**config.mk**
```make
export PLATFORM = sky130hd
export DESIGN_NAME = heartbeat_pulse_detector
export DESIGN_NICKNAME = d
export VERILOG_FILES = /design/src/sv/hpd_pkg.sv /design/src/sv/heartbeat_pulse_detector.sv /design/src/sv/hpd_div.sv /design/src/sv/hpd_dp.sv /design/src/sv/hpd_ctrl.sv
export SDC_FILE = /design/constraint.sdc
export NUM_CORES = 1
export LEC_CHECK = 0
export BUFFER_PORTS_ARGS = -buffer_cell sky130_fd_sc_hd__clkbuf_2
export CORE_UTILIZATION = 43
export CTS_CLUSTER_SIZE = 14
export DETAILED_ROUTE_END_ITERATION = 10
export PLACE_DENSITY = 0.65
export SLEW_MARGIN = 10
export SYNTH_ARGS = -nofsm -noshare
export SYNTH_HDL_FRONTEND = slang
export SYNTH_SLANG_ARGS = --single-unit
```
**constraint.sdc**
```tcl
create_clock -name clock -period 7 [get_ports clock]
set_input_delay 1.75 -clock clock [delete_from_list [all_inputs] [get_ports clock]]
set_output_delay 1.75 -clock clock [all_outputs]
set_load 0.05 [all_outputs]
```
**src/sv/hpd_pkg.sv**
```systemverilog
// shared constants, types and register codes of the heartbeat pulse detector
// no dependencies; imported by every other file of the block

package hpd_pkg;

   // field widths
   localparam int SAMPLE_BITS  = 10;
   localparam int ELAPSED_W    = 13;
   localparam int INTERVAL_W   = 12;
   localparam int BPM_W        = 8;
   localparam int PERIOD_W     = 4;
   localparam int REFR_W       = 11;
   localparam int TIMEOUT_W    = 12;

   // interval window
   localparam int WINDOW_DEPTH = 10;

   // limits and fixed values
   localparam logic [ELAPSED_W-1:0]  ELAPSED_MAX  = {ELAPSED_W{1'b1}};
   localparam logic [INTERVAL_W-1:0] INTERVAL_MAX = {INTERVAL_W{1'b1}};
   localparam logic [BPM_W-1:0]      BPM_MAX      = {BPM_W{1'b1}};
   localparam int                    MINUTE_MS    = 60000;

   // dicrotic guard is three fifths of the last interval
   localparam int GUARD_DIVISOR = 5;

   // reset values
   localparam logic [PERIOD_W-1:0]    PERIOD_RESET    = PERIOD_W'(2);
   localparam logic [SAMPLE_BITS-1:0] THRESH_RESET    = SAMPLE_BITS'(512);
   localparam logic [REFR_W-1:0]      REFR_RESET      = REFR_W'(250);
   localparam logic [TIMEOUT_W-1:0]   TIMEOUT_RESET   = TIMEOUT_W'(2500);
   localparam logic [INTERVAL_W-1:0]  INTERVAL_RESET  = INTERVAL_W'(600);
   localparam logic [INTERVAL_W-1:0]  GUARD_RESET     =
      INTERVAL_W'((600 / GUARD_DIVISOR) * 3);

   // serial divider and running window sum
   localparam int DIV_W = 16;
   localparam int CNT_W = $clog2(DIV_W);
   localparam int SUM_W = $clog2(WINDOW_DEPTH * 4095 + 1);

   // reciprocal multipliers for the constant divisions, rounded up
   localparam int GUARD_SHIFT = 14;
   localparam int GUARD_RECIP = (2**GUARD_SHIFT + GUARD_DIVISOR - 1) / GUARD_DIVISOR;
   localparam int MEAN_SHIFT  = 19;
   localparam int MEAN_RECIP  = (2**MEAN_SHIFT + WINDOW_DEPTH - 1) / WINDOW_DEPTH;

   // stream widths, padded to whole bytes
   localparam int REQ_DATA_W = ((SAMPLE_BITS + 7) / 8) * 8;
   localparam int RSP_FIELDS_W = BPM_W + 1 + 1 + INTERVAL_W + SAMPLE_BITS;
   localparam int RSP_DATA_W = ((RSP_FIELDS_W + 7) / 8) * 8;

   // configuration port
   localparam int CSR_IDX_W  = 2;
   localparam int CSR_DATA_W = 12;
   localparam logic [CSR_IDX_W-1:0] CSR_SAMPLE_PERIOD = 2'd0;
   localparam logic [CSR_IDX_W-1:0] CSR_DEFAULT_THR   = 2'd1;
   localparam logic [CSR_IDX_W-1:0] CSR_REFRACTORY    = 2'd2;
   localparam logic [CSR_IDX_W-1:0] CSR_TIMEOUT       = 2'd3;

   // controller to datapath
   typedef struct packed {
      logic        capture;
      logic        eval;
      logic        div_start;
      logic        store_guard;
      logic        store_mean;
      logic        store_rate;
      logic        rate_sat;
      logic        load_rsp;
   } dp_cmd_type;

   // datapath to controller
   typedef struct packed {
      logic beat;
      logic first_hit;
      logic div_done;
      logic mean_zero;
      logic rsp_full;
   } dp_status_type;

endpackage

```
**src/sv/heartbeat_pulse_detector.sv**
```systemverilog
// Heartbeat pulse detector: takes one 10-bit pulse sensor sample per item and
// returns one result per sample (rate, beat flag, pulse level, last interval and
// threshold). A sample with no beat is captured, evaluated and passed to the
// result register. A beat also updates the guard by a reciprocal multiply;
// later beats also take the window mean by a reciprocal multiply and then
// run 60000 over the mean on the 16-bit serial divider, or set the rate to
// its maximum when the mean is zero. A new sample is taken while the previous
// result still waits on the output side. Configuration is written through the
// csr port while idle; the user must see to this, the block does not enforce it.
// Depends on hpd_pkg, hpd_ctrl, hpd_dp and hpd_div.

module heartbeat_pulse_detector (
   input  logic                          clock,
   input  logic                          reset,
   input  logic                          req_tvalid,
   output logic                          req_tready,
   // req_tdata: sample[9:0], zero fill above
   input  logic [hpd_pkg::REQ_DATA_W-1:0] req_tdata,
   output logic                          rsp_tvalid,
   input  logic                          rsp_tready,
   // rsp_tdata: bpm[7:0], beat_found[8], pulse_high[9], interval_ms[21:10],
   // threshold[31:22]
   output logic [hpd_pkg::RSP_DATA_W-1:0] rsp_tdata,
   input  logic                          csr_valid,
   output logic                          csr_ready,
   input  logic [hpd_pkg::CSR_IDX_W-1:0]  csr_index,
   input  logic [hpd_pkg::CSR_DATA_W-1:0] csr_data
);
   import hpd_pkg::*;

   dp_cmd_type    cmd;
   dp_status_type status;

   hpd_ctrl u_ctrl (
      .clock      (clock),
      .reset      (reset),
      .req_tvalid (req_tvalid),
      .req_tready (req_tready),
      .rsp_tready (rsp_tready),
      .status     (status),
      .cmd        (cmd)
   );

   hpd_dp u_dp (
      .clock      (clock),
      .reset      (reset),
      .cmd        (cmd),
      .status     (status),
      .req_tdata  (req_tdata),
      .csr_valid  (csr_valid),
      .csr_ready  (csr_ready),
      .csr_index  (csr_index),
      .csr_data   (csr_data),
      .rsp_tvalid (rsp_tvalid),
      .rsp_tready (rsp_tready),
      .rsp_tdata  (rsp_tdata)
   );

endmodule

```
**src/sv/hpd_div.sv**
```systemverilog
// restoring serial divider, one quotient bit per cycle
// depends on hpd_pkg for the operand width

module hpd_div (
   input  logic                     clock,
   input  logic                     reset,
   input  logic                     start,
   input  logic [hpd_pkg::DIV_W-1:0] dividend,
   input  logic [hpd_pkg::DIV_W-1:0] divisor,
   output logic [hpd_pkg::DIV_W-1:0] quotient,
   output logic                     done
);
   import hpd_pkg::*;

   logic [DIV_W-1:0] dvd_ff, dvd_in;
   logic [DIV_W-1:0] dvs_ff, dvs_in;
   logic [DIV_W-1:0] rem_ff, rem_in;
   logic [CNT_W-1:0] cnt_ff, cnt_in;
   logic             busy_ff, busy_in;
   logic             done_ff, done_in;
   logic [DIV_W:0]   rem_shift;
   logic [DIV_W:0]   rem_diff;

   // trial subtraction of one step
   assign rem_shift = {rem_ff, dvd_ff[DIV_W-1]};
   assign rem_diff  = rem_shift - {1'b0, dvs_ff};

   always_comb begin
      dvd_in  = dvd_ff;
      dvs_in  = dvs_ff;
      rem_in  = rem_ff;
      cnt_in  = cnt_ff;
      busy_in = busy_ff;
      done_in = 1'b0;
      if (start) begin
         dvd_in  = dividend;
         dvs_in  = divisor;
         rem_in  = '0;
         cnt_in  = '0;
         busy_in = 1'b1;
      end else if (busy_ff) begin
         if (!rem_diff[DIV_W]) begin
            rem_in = rem_diff[DIV_W-1:0];
            dvd_in = {dvd_ff[DIV_W-2:0], 1'b1};
         end else begin
            rem_in = rem_shift[DIV_W-1:0];
            dvd_in = {dvd_ff[DIV_W-2:0], 1'b0};
         end
         cnt_in = cnt_ff + 1'b1;
         if (cnt_ff == CNT_W'(DIV_W - 1)) begin
            busy_in = 1'b0;
            done_in = 1'b1;
         end
      end
   end

   // control state
   always_ff @(posedge clock) begin
      if (reset) begin
         busy_ff <= 1'b0;
         done_ff <= 1'b0;
      end else begin
         busy_ff <= busy_in;
         done_ff <= done_in;
      end
   end

   // operands and partial remainder
   always_ff @(posedge clock) begin
      dvd_ff <= dvd_in;
      dvs_ff <= dvs_in;
      rem_ff <= rem_in;
      cnt_ff <= cnt_in;
   end

   assign quotient = dvd_ff;
   assign done     = done_ff;

endmodule

```
**src/sv/hpd_dp.sv**
```systemverilog
// datapath: configuration registers, beat tracking state, interval window,
// rate arithmetic and the result register; depends on hpd_pkg and hpd_div

module hpd_dp (
   input  logic                          clock,
   input  logic                          reset,
   input  hpd_pkg::dp_cmd_type           cmd,
   output hpd_pkg::dp_status_type        status,
   // req_tdata: sample
   input  logic [hpd_pkg::REQ_DATA_W-1:0] req_tdata,
   input  logic                          csr_valid,
   output logic                          csr_ready,
   input  logic [hpd_pkg::CSR_IDX_W-1:0]  csr_index,
   input  logic [hpd_pkg::CSR_DATA_W-1:0] csr_data,
   output logic                          rsp_tvalid,
   input  logic                          rsp_tready,
   // rsp_tdata: bpm, beat_found, pulse_high, interval_ms, threshold
   output logic [hpd_pkg::RSP_DATA_W-1:0] rsp_tdata
);
   import hpd_pkg::*;

   // configuration
   logic [PERIOD_W-1:0]    period_ff;
   logic [SAMPLE_BITS-1:0] def_thr_ff;
   logic [REFR_W-1:0]      refr_ff;
   logic [TIMEOUT_W-1:0]   timeout_ff;

   // tracking state
   logic [SAMPLE_BITS-1:0] sample_ff;
   logic [ELAPSED_W-1:0]   elapsed_ff, elapsed_in;
   logic [INTERVAL_W-1:0]  interval_ff, interval_in;
   logic [INTERVAL_W-1:0]  guard_ff;
   logic [SAMPLE_BITS-1:0] peak_ff, peak_in;
   logic [SAMPLE_BITS-1:0] trough_ff, trough_in;
   logic [SAMPLE_BITS-1:0] thr_ff, thr_in;
   logic                   pulse_ff, pulse_in;
   logic                   first_ff, first_in;
   logic                   second_ff, second_in;
   logic [INTERVAL_W-1:0]  window_ff [WINDOW_DEPTH];
   logic [INTERVAL_W-1:0]  window_in [WINDOW_DEPTH];
   logic [SUM_W-1:0]       sum_ff, sum_in;
   logic [INTERVAL_W-1:0]  mean_ff;
   logic [BPM_W-1:0]       rate_ff;
   logic                   beat_ff;
   logic                   first_hit_ff;

   // result register
   logic                   rsp_valid_ff;
   logic [RSP_DATA_W-1:0]  rsp_data_ff;

   // step arithmetic
   logic [ELAPSED_W:0]     n_sum;
   logic [ELAPSED_W-1:0]   n;
   logic                   s_lt, s_gt;
   logic                   past_guard;
   logic                   beat, first_hit, fall, tmo;
   logic [INTERVAL_W-1:0]  li_new;
   logic [SAMPLE_BITS-1:0] trough_upd;
   logic signed [SAMPLE_BITS:0] amp, half, mid;

   // constant divisions by reciprocal multiply
   logic [2*INTERVAL_W-1:0] guard_prod;
   logic [INTERVAL_W-1:0]   guard_q;
   logic [2*SUM_W-1:0]      mean_prod;
   logic [INTERVAL_W-1:0]   mean_q;

   // divider
   logic [DIV_W-1:0]       div_dvd, div_dvs, div_q;
   logic                   div_done;

   assign csr_ready = 1'b1;

   // configuration writes
   always_ff @(posedge clock) begin
      if (reset) begin
         period_ff  <= PERIOD_RESET;
         def_thr_ff <= THRESH_RESET;
         refr_ff    <= REFR_RESET;
         timeout_ff <= TIMEOUT_RESET;
      end else if (csr_valid) begin
         case (csr_index)
            CSR_SAMPLE_PERIOD: period_ff  <= csr_data[PERIOD_W-1:0];
            CSR_DEFAULT_THR:   def_thr_ff <= csr_data[SAMPLE_BITS-1:0];
            CSR_REFRACTORY:    refr_ff    <= csr_data[REFR_W-1:0];
            CSR_TIMEOUT:       timeout_ff <= csr_data[TIMEOUT_W-1:0];
            default: ;
         endcase
      end
   end

   // elapsed time with saturation, crossings against the threshold
   assign n_sum = {1'b0, elapsed_ff} + (ELAPSED_W+1)'(period_ff);
   assign n     = n_sum[ELAPSED_W] ? ELAPSED_MAX : n_sum[ELAPSED_W-1:0];
   assign s_lt  = sample_ff < thr_ff;
   assign s_gt  = sample_ff > thr_ff;
   assign past_guard = n > ELAPSED_W'(guard_ff);
   assign beat  = (n > ELAPSED_W'(refr_ff)) && s_gt && !pulse_ff && past_guard;
   assign first_hit = beat && first_ff;
   assign fall  = s_lt && pulse_ff;
   assign tmo   = n > ELAPSED_W'(timeout_ff);
   assign li_new = (n > ELAPSED_W'(INTERVAL_MAX)) ? INTERVAL_MAX : n[INTERVAL_W-1:0];

   // trough as followed earlier in the same step
   assign trough_upd = (s_lt && past_guard && (sample_ff < trough_ff)) ? sample_ff
                                                                       : trough_ff;

   // new threshold halfway between trough and peak, truncated towards zero
   assign amp  = $signed({1'b0, peak_ff}) - $signed({1'b0, trough_upd});
   assign half = (amp + (SAMPLE_BITS+1)'(amp[SAMPLE_BITS])) >>> 1;
   assign mid  = half + $signed({1'b0, trough_upd});

   // next state of one step
   always_comb begin
      elapsed_in  = elapsed_ff;
      interval_in = interval_ff;
      peak_in     = peak_ff;
      trough_in   = trough_ff;
      thr_in      = thr_ff;
      pulse_in    = pulse_ff;
      first_in    = first_ff;
      second_in   = second_ff;
      sum_in      = sum_ff;
      for (int i = 0; i < WINDOW_DEPTH; i++) begin
         window_in[i] = window_ff[i];
      end
      if (cmd.eval) begin
         elapsed_in = n;
         if (s_lt && past_guard && (sample_ff < trough_ff)) begin
            trough_in = sample_ff;
         end
         if (s_gt && (sample_ff > peak_ff)) begin
            peak_in = sample_ff;
         end
         if (beat) begin
            pulse_in    = 1'b1;
            interval_in = li_new;
            elapsed_in  = '0;
            if (first_ff) begin
               first_in  = 1'b0;
               second_in = 1'b1;
            end else if (second_ff) begin
               // second beat seeds the whole window
               second_in = 1'b0;
               for (int i = 0; i < WINDOW_DEPTH; i++) begin
                  window_in[i] = li_new;
               end
               sum_in = SUM_W'(li_new) * SUM_W'(WINDOW_DEPTH);
            end else begin
               for (int i = 0; i < WINDOW_DEPTH - 1; i++) begin
                  window_in[i] = window_ff[i+1];
               end
               window_in[WINDOW_DEPTH-1] = li_new;
               sum_in = sum_ff - SUM_W'(window_ff[0]) + SUM_W'(li_new);
            end
         end
         if (!first_hit) begin
            if (fall) begin
               pulse_in  = 1'b0;
               thr_in    = mid[SAMPLE_BITS-1:0];
               peak_in   = mid[SAMPLE_BITS-1:0];
               trough_in = mid[SAMPLE_BITS-1:0];
            end
            if (tmo) begin
               thr_in     = def_thr_ff;
               peak_in    = def_thr_ff;
               trough_in  = def_thr_ff;
               elapsed_in = '0;
               first_in   = 1'b1;
               second_in  = 1'b0;
            end
         end
      end
   end

   // interval over five and window sum over its depth
   assign guard_prod = interval_ff * (2*INTERVAL_W)'(GUARD_RECIP);
   assign guard_q    = INTERVAL_W'(guard_prod[2*INTERVAL_W-1:GUARD_SHIFT]);
   assign mean_prod  = sum_ff * (2*SUM_W)'(MEAN_RECIP);
   assign mean_q     = INTERVAL_W'(mean_prod[2*SUM_W-1:MEAN_SHIFT]);

   // tracking registers
   always_ff @(posedge clock) begin
      if (reset) begin
         elapsed_ff  <= '0;
         interval_ff <= INTERVAL_RESET;
         guard_ff    <= GUARD_RESET;
         peak_ff     <= THRESH_RESET;
         trough_ff   <= THRESH_RESET;
         thr_ff      <= THRESH_RESET;
         pulse_ff    <= 1'b0;
         first_ff    <= 1'b1;
         second_ff   <= 1'b0;
         sum_ff      <= '0;
         rate_ff     <= '0;
         for (int i = 0; i < WINDOW_DEPTH; i++) begin
            window_ff[i] <= '0;
         end
      end else begin
         elapsed_ff  <= elapsed_in;
         interval_ff <= interval_in;
         peak_ff     <= peak_in;
         trough_ff   <= trough_in;
         thr_ff      <= thr_in;
         pulse_ff    <= pulse_in;
         first_ff    <= first_in;
         second_ff   <= second_in;
         sum_ff      <= sum_in;
         for (int i = 0; i < WINDOW_DEPTH; i++) begin
            window_ff[i] <= window_in[i];
         end
         if (cmd.store_guard) begin
            // three fifths: quotient by five, times three
            guard_ff <= guard_q + {guard_q[INTERVAL_W-2:0], 1'b0};
         end
         if (cmd.rate_sat) begin
            rate_ff <= BPM_MAX;
         end else if (cmd.store_rate) begin
            rate_ff <= (div_q > DIV_W'(BPM_MAX)) ? BPM_MAX : div_q[BPM_W-1:0];
         end
      end
   end

   // sample, step flags and window mean
   always_ff @(posedge clock) begin
      if (cmd.capture) begin
         sample_ff <= req_tdata[SAMPLE_BITS-1:0];
      end
      if (cmd.eval) begin
         beat_ff      <= beat;
         first_hit_ff <= first_hit;
      end
      if (cmd.store_mean) begin
         mean_ff <= mean_q;
      end
   end

   // divider operands: one minute over the window mean
   assign div_dvd = DIV_W'(MINUTE_MS);
   assign div_dvs = DIV_W'(mean_ff);

   hpd_div u_div (
      .clock    (clock),
      .reset    (reset),
      .start    (cmd.div_start),
      .dividend (div_dvd),
      .divisor  (div_dvs),
      .quotient (div_q),
      .done     (div_done)
   );

   // result register
   always_ff @(posedge clock) begin
      if (reset) begin
         rsp_valid_ff <= 1'b0;
      end else if (cmd.load_rsp) begin
         rsp_valid_ff <= 1'b1;
      end else if (rsp_tready) begin
         rsp_valid_ff <= 1'b0;
      end
   end

   always_ff @(posedge clock) begin
      if (cmd.load_rsp) begin
         rsp_data_ff <= RSP_DATA_W'({thr_ff, interval_ff, pulse_ff,
                                     beat_ff && !first_hit_ff, rate_ff});
      end
   end

   assign rsp_tvalid = rsp_valid_ff;
   assign rsp_tdata  = rsp_data_ff;

   assign status.beat      = beat;
   assign status.first_hit = first_hit_ff;
   assign status.div_done  = div_done;
   assign status.mean_zero = (mean_ff == '0);
   assign status.rsp_full  = rsp_valid_ff;

   // a beat always restarts the elapsed count
   a_beat_clears_elapsed: assert property (@(posedge clock) disable iff (reset)
      cmd.eval && beat |=> elapsed_ff == '0)
      else $error("elapsed time not cleared after a beat");

   // a falling crossing pulls peak and trough onto the new threshold
   a_fall_levels: assert property (@(posedge clock) disable iff (reset)
      cmd.eval && fall && !tmo |=> peak_ff == thr_ff && trough_ff == thr_ff)
      else $error("levels differ from threshold after falling crossing");

   // a reported rate is never zero
   a_rate_nonzero: assert property (@(posedge clock) disable iff (reset)
      cmd.load_rsp && beat_ff && !first_hit_ff |-> rate_ff != '0)
      else $error("beat reported with zero rate");

   // the result register is never overwritten while it still waits
   a_no_overwrite: assert property (@(posedge clock) disable iff (reset)
      cmd.load_rsp |-> !rsp_valid_ff || rsp_tready)
      else $error("pending result overwritten");

endmodule

```
**src/sv/hpd_ctrl.sv**
```systemverilog
// controller: sequences one sample through evaluation, the rate arithmetic
// and the result register; depends on hpd_pkg

module hpd_ctrl (
   input  logic                   clock,
   input  logic                   reset,
   input  logic                   req_tvalid,
   output logic                   req_tready,
   input  logic                   rsp_tready,
   input  hpd_pkg::dp_status_type status,
   output hpd_pkg::dp_cmd_type    cmd
);
   import hpd_pkg::*;

   typedef enum logic [2:0] {
      S_IDLE,
      S_EVAL,
      S_GUARD,
      S_MEAN,
      S_RATE_GO,
      S_RATE_WAIT,
      S_OUT
   } state_type;

   state_type state_ff, state_in;

   // next state and commands
   always_comb begin
      state_in = state_ff;
      cmd      = '0;
      case (state_ff)
         S_IDLE: begin
            if (req_tvalid) begin
               cmd.capture = 1'b1;
               state_in    = S_EVAL;
            end
         end
         S_EVAL: begin
            cmd.eval = 1'b1;
            state_in = status.beat ? S_GUARD : S_OUT;
         end
         S_GUARD: begin
            cmd.store_guard = 1'b1;
            state_in = status.first_hit ? S_OUT : S_MEAN;
         end
         S_MEAN: begin
            cmd.store_mean = 1'b1;
            state_in       = S_RATE_GO;
         end
         S_RATE_GO: begin
            if (status.mean_zero) begin
               cmd.rate_sat = 1'b1;
               state_in     = S_OUT;
            end else begin
               cmd.div_start = 1'b1;
               state_in      = S_RATE_WAIT;
            end
         end
         S_RATE_WAIT: begin
            if (status.div_done) begin
               cmd.store_rate = 1'b1;
               state_in       = S_OUT;
            end
         end
         S_OUT: begin
            if (!status.rsp_full || rsp_tready) begin
               cmd.load_rsp = 1'b1;
               state_in     = S_IDLE;
            end
         end
         default: state_in = S_IDLE;
      endcase
   end

   // state register
   always_ff @(posedge clock) begin
      if (reset) begin
         state_ff <= S_IDLE;
      end else begin
         state_ff <= state_in;
      end
   end

   assign req_tready = (state_ff == S_IDLE);

endmodule
```
==> impl_results.md <==
* Post-Place Cells at 3706
* Ys async rst share at 0%
* Drt pass-1 iters at 9
* Gpl congestion at 0.9178
* Die Area at ~0.061 mm²
* Setup crit end kind: register
* Hold crit path type: register to register
* RSZ-0062 raised after global routing: yes
* Area growth syn-to-layout at 17.84%
* Final Net Count at about 3.6k
* Clock Latency Late Sink at about 590 ps
* Top_reg_cell synth: dfxtp_1
* Sequential fraction of the synthesis area at between 30% and 40%
* Post-route ant nets at 0
* Register bit total from synthesis at approximately 360
* TritonCTS Sinks at roughly 360
* Core footprint at between 0.05 and 0.06 mm²
* Max stage delay on crit path at around 400 ps
* Chip width at 247.8 µm
* Drt wl/cell at 17.13 µm
* Clock Skews at between 30 and 40 ps
* Ys Warns at 0
* Cts bufs inserted at between 40 and 50
* Dpl hpwl at between 40000 and 50000 µm
* Critical path type: register to register
* Initial core utilization at around 44%
* Die Y at roughly 250 µm
* Post-synth top cells: inv_1 (369), ha_1 (353), dfxtp_1 (293)
* F_max at ~140 MHz
* Final Non-Filler Cells at between 3k and 4k
* Synth area leaders: dfxtp_1 (23%), ha_1 (17%), fa_1 (11%)
* FP Rows at slightly below 90
* Max-cap viol count at 0
* Initial antenna violation count at 1
* IO Count at 70
* Total wire length at ~66000 µm
* # hold bufs at CTS at 0
* First-pass GRT wire length at between 100000 and 150000 µm
* Dominant cell type by area after synthesis: dfxtp_1
* Slew at the pin closest to its max-slew limit at 1223 ps
* Max FO, Critical Path at 6
* Startpoint Class: register
* Post-synth top area share at 22.58%
* CTS tree: yes
* Syn_nets at 3381
* Final Hold Vio Count at 0
* Post-route setup slack at -337.6 ps
* Syn Inst Count at about 2.9k
* Global route overflow at 0
* Pwr Density at about 230 mW/mm²
* Critical Path RT at approximately 7500 ps
* Clock Path Buffers at 3
* Final min period at ~7300 ps
* Status: complete, but fails checks
* Post-DR vias/cell at about 5.5
* Mapped Avg Cell Area at ~9.1 µm²
* Count of different cell masters after synthesis at 92
* Final routed DRC violation total at 8
* Layout cells sized above 1 at between 15 and 20%
* Failing checks: design-rule violations, negative setup slack
* CTS root buf: clkbuf_16
* CP bufs+invs at 3
* Worst EP arrival at slightly below 8000 ps
* Largest net degree at the start of global routing at 175
* Leak at approximately 14 nW
* Fin. max-slew vios at 0
* Vias at approximately 21k
* Final setup violation count at 23
* Top-count cell post-synth: inv_1
* Slowest CP cell: fa_2
* Port-buffer cells at 62
* Antenna diode count at 0
* Clk slew on worst S/H paths at around 60 ps
* Slew HR at 18.41%
* EDFF count, synth at between 60 and 70
* Setup_tns at -4801 ps
* Final worst path period share at 104.8%
* Critical path's top delay family: compound AO/OA/AOI/OAI gates
* Worst vdd ir at 0.0001766 V
* Tot GR Track Use at 21.03%
* DRT iter0 DRCs at 1333
* Vias in the first global route at 20.76k
* Final Util at between 50 and 60%
* # H-tree levels at 2
* Synth Cell Area at around 0.026 mm²
-- power breakdown --
group	leakage [nW]	total [W]	switching (W)	internal [W]
Clock	0.702	0.00227	0.000938	0.00133
Sequential	3.00	0.00244	0.000158	0.00228
Combinational	10.2	0.00219	0.00121	0.000975
-- registers in the layout, indices dropped and copies added (netlist names), 8 cells and up --
name,count
u_dp.elapsed_ff,13
u_dp.peak_ff,10
u_dp.window_ff,120
u_dp.u_div.dvs_ff,12
u_dp.rate_ff,8
u_dp.timeout_ff,12
u_dp.sample_ff,10
u_dp.u_div.rem_ff,16
u_dp.interval_ff,12
u_dp.mean_ff,12
u_dp.u_div.quotient,16
u_dp.refr_ff,11
u_dp.def_thr_ff,10
u_dp.guard_ff,12
u_dp.thr_ff,10
u_dp.trough_ff,10
u_dp.sum_ff,16
u_dp.rsp_tdata,32
-- area by class of cell --
class	count	area [µm²]
Tap cell	773	967.2
Clock buffer	48	1092
Clock inverter	28	342.8
Timing Repair Buffer	267	1959
Sequential cell	361	7920
Fill cell	5388	28740
Inverter	370	1389
Multi-Input combinational cell	2000	16940
-- cells in the final DEF, fill, tap and decap left out, types with 29 or more instances in the layout --
cell type	count
xnor2_1	50
ha_1	340
inv_1	365
a21oi_1	216
o21ai_0	64
o21a_1	29
mux2i_1	47
nand3_1	38
fa_1	134
dfxtp_1	287
edfxtp_1	68
a211oi_1	57
clkbuf_16	41
clkbuf_2	61
o211ai_1	140
nand2_1	276
nor2_1	171
buf_4	189
nor3_1	35
-- cells by family (layout without fill, tap and decap cells) --
family	count (synthesis)	in the layout	synth area share [%]
DFF	361	361	30.44
adders and majority gates	491	491	27.60
other	1	1	0.01444
muxes	52	52	2.062
and+or+nand+nor	677	680	11.70
buffers and inverters	498	713	7.254
AOI/OAI and AO/OA	691	691	17.98
xor gates and xnor gates	85	85	2.938
-- worst register-to-register path: cells and delay by family, from the launching register on --
kind	cells	cell delay, ps
simple gates	9	1390
compound gates	14	2200
buf+inv	3	300
flops	1	360
xor+xnor	3	520
fa+ha+maj	7	1950
mux	2	500
-- final timing paths --
check | end | start | cells past startpoint | slack [ps]
setup / recovery | u_dp.trough_ff[7] | u_dp.elapsed_ff[1] | 38 | -340
hold / removal | u_dp.rsp_tdata[2] | u_dp.rate_ff[2] | 0 | 430
hold reg to reg | u_dp.rsp_tdata[2] | u_dp.rate_ff[2] | 0 | 430
setup reg to reg | u_dp.trough_ff[7] | u_dp.elapsed_ff[1] | 38 | -340
-- layer usage --
| metal | part of all wire (%) | track usage [%] |
|---|---|---|
| met5 | 0 | 0 |
| met3 | 4.3 | 2.703 |
| met2 | 49 | 36.53 |
| met1 | 45 | 27.20 |
| met4 | 2.4 | 5.882 |
-- repair_timing --
action / in CTS / in global routing
buffers inserted: 51 / 14
endpoints found under the setup margin: 22 / 169
pin swaps: 57 / 68
gates cloned: 0 / 3
resized for setup: 42 / 73
-- stage by stage --
step	setup slack [ps]	cell area, µm²	total power [W]	hold WS [ps]
after detailed placement	-412.3	28040	0.004459	421.0
final	-337.6	30610	0.006896	432.8
after global placement	-299.9	28040	0.004389	422.6
after global routing	-669.6	30610	0.007270	453.1
after floorplan	-202.7	26120	0.003792	408.2
after CTS	-182.9	30070	0.006847	439.9
Note: power is estimated with default switching activity, not from simulation.
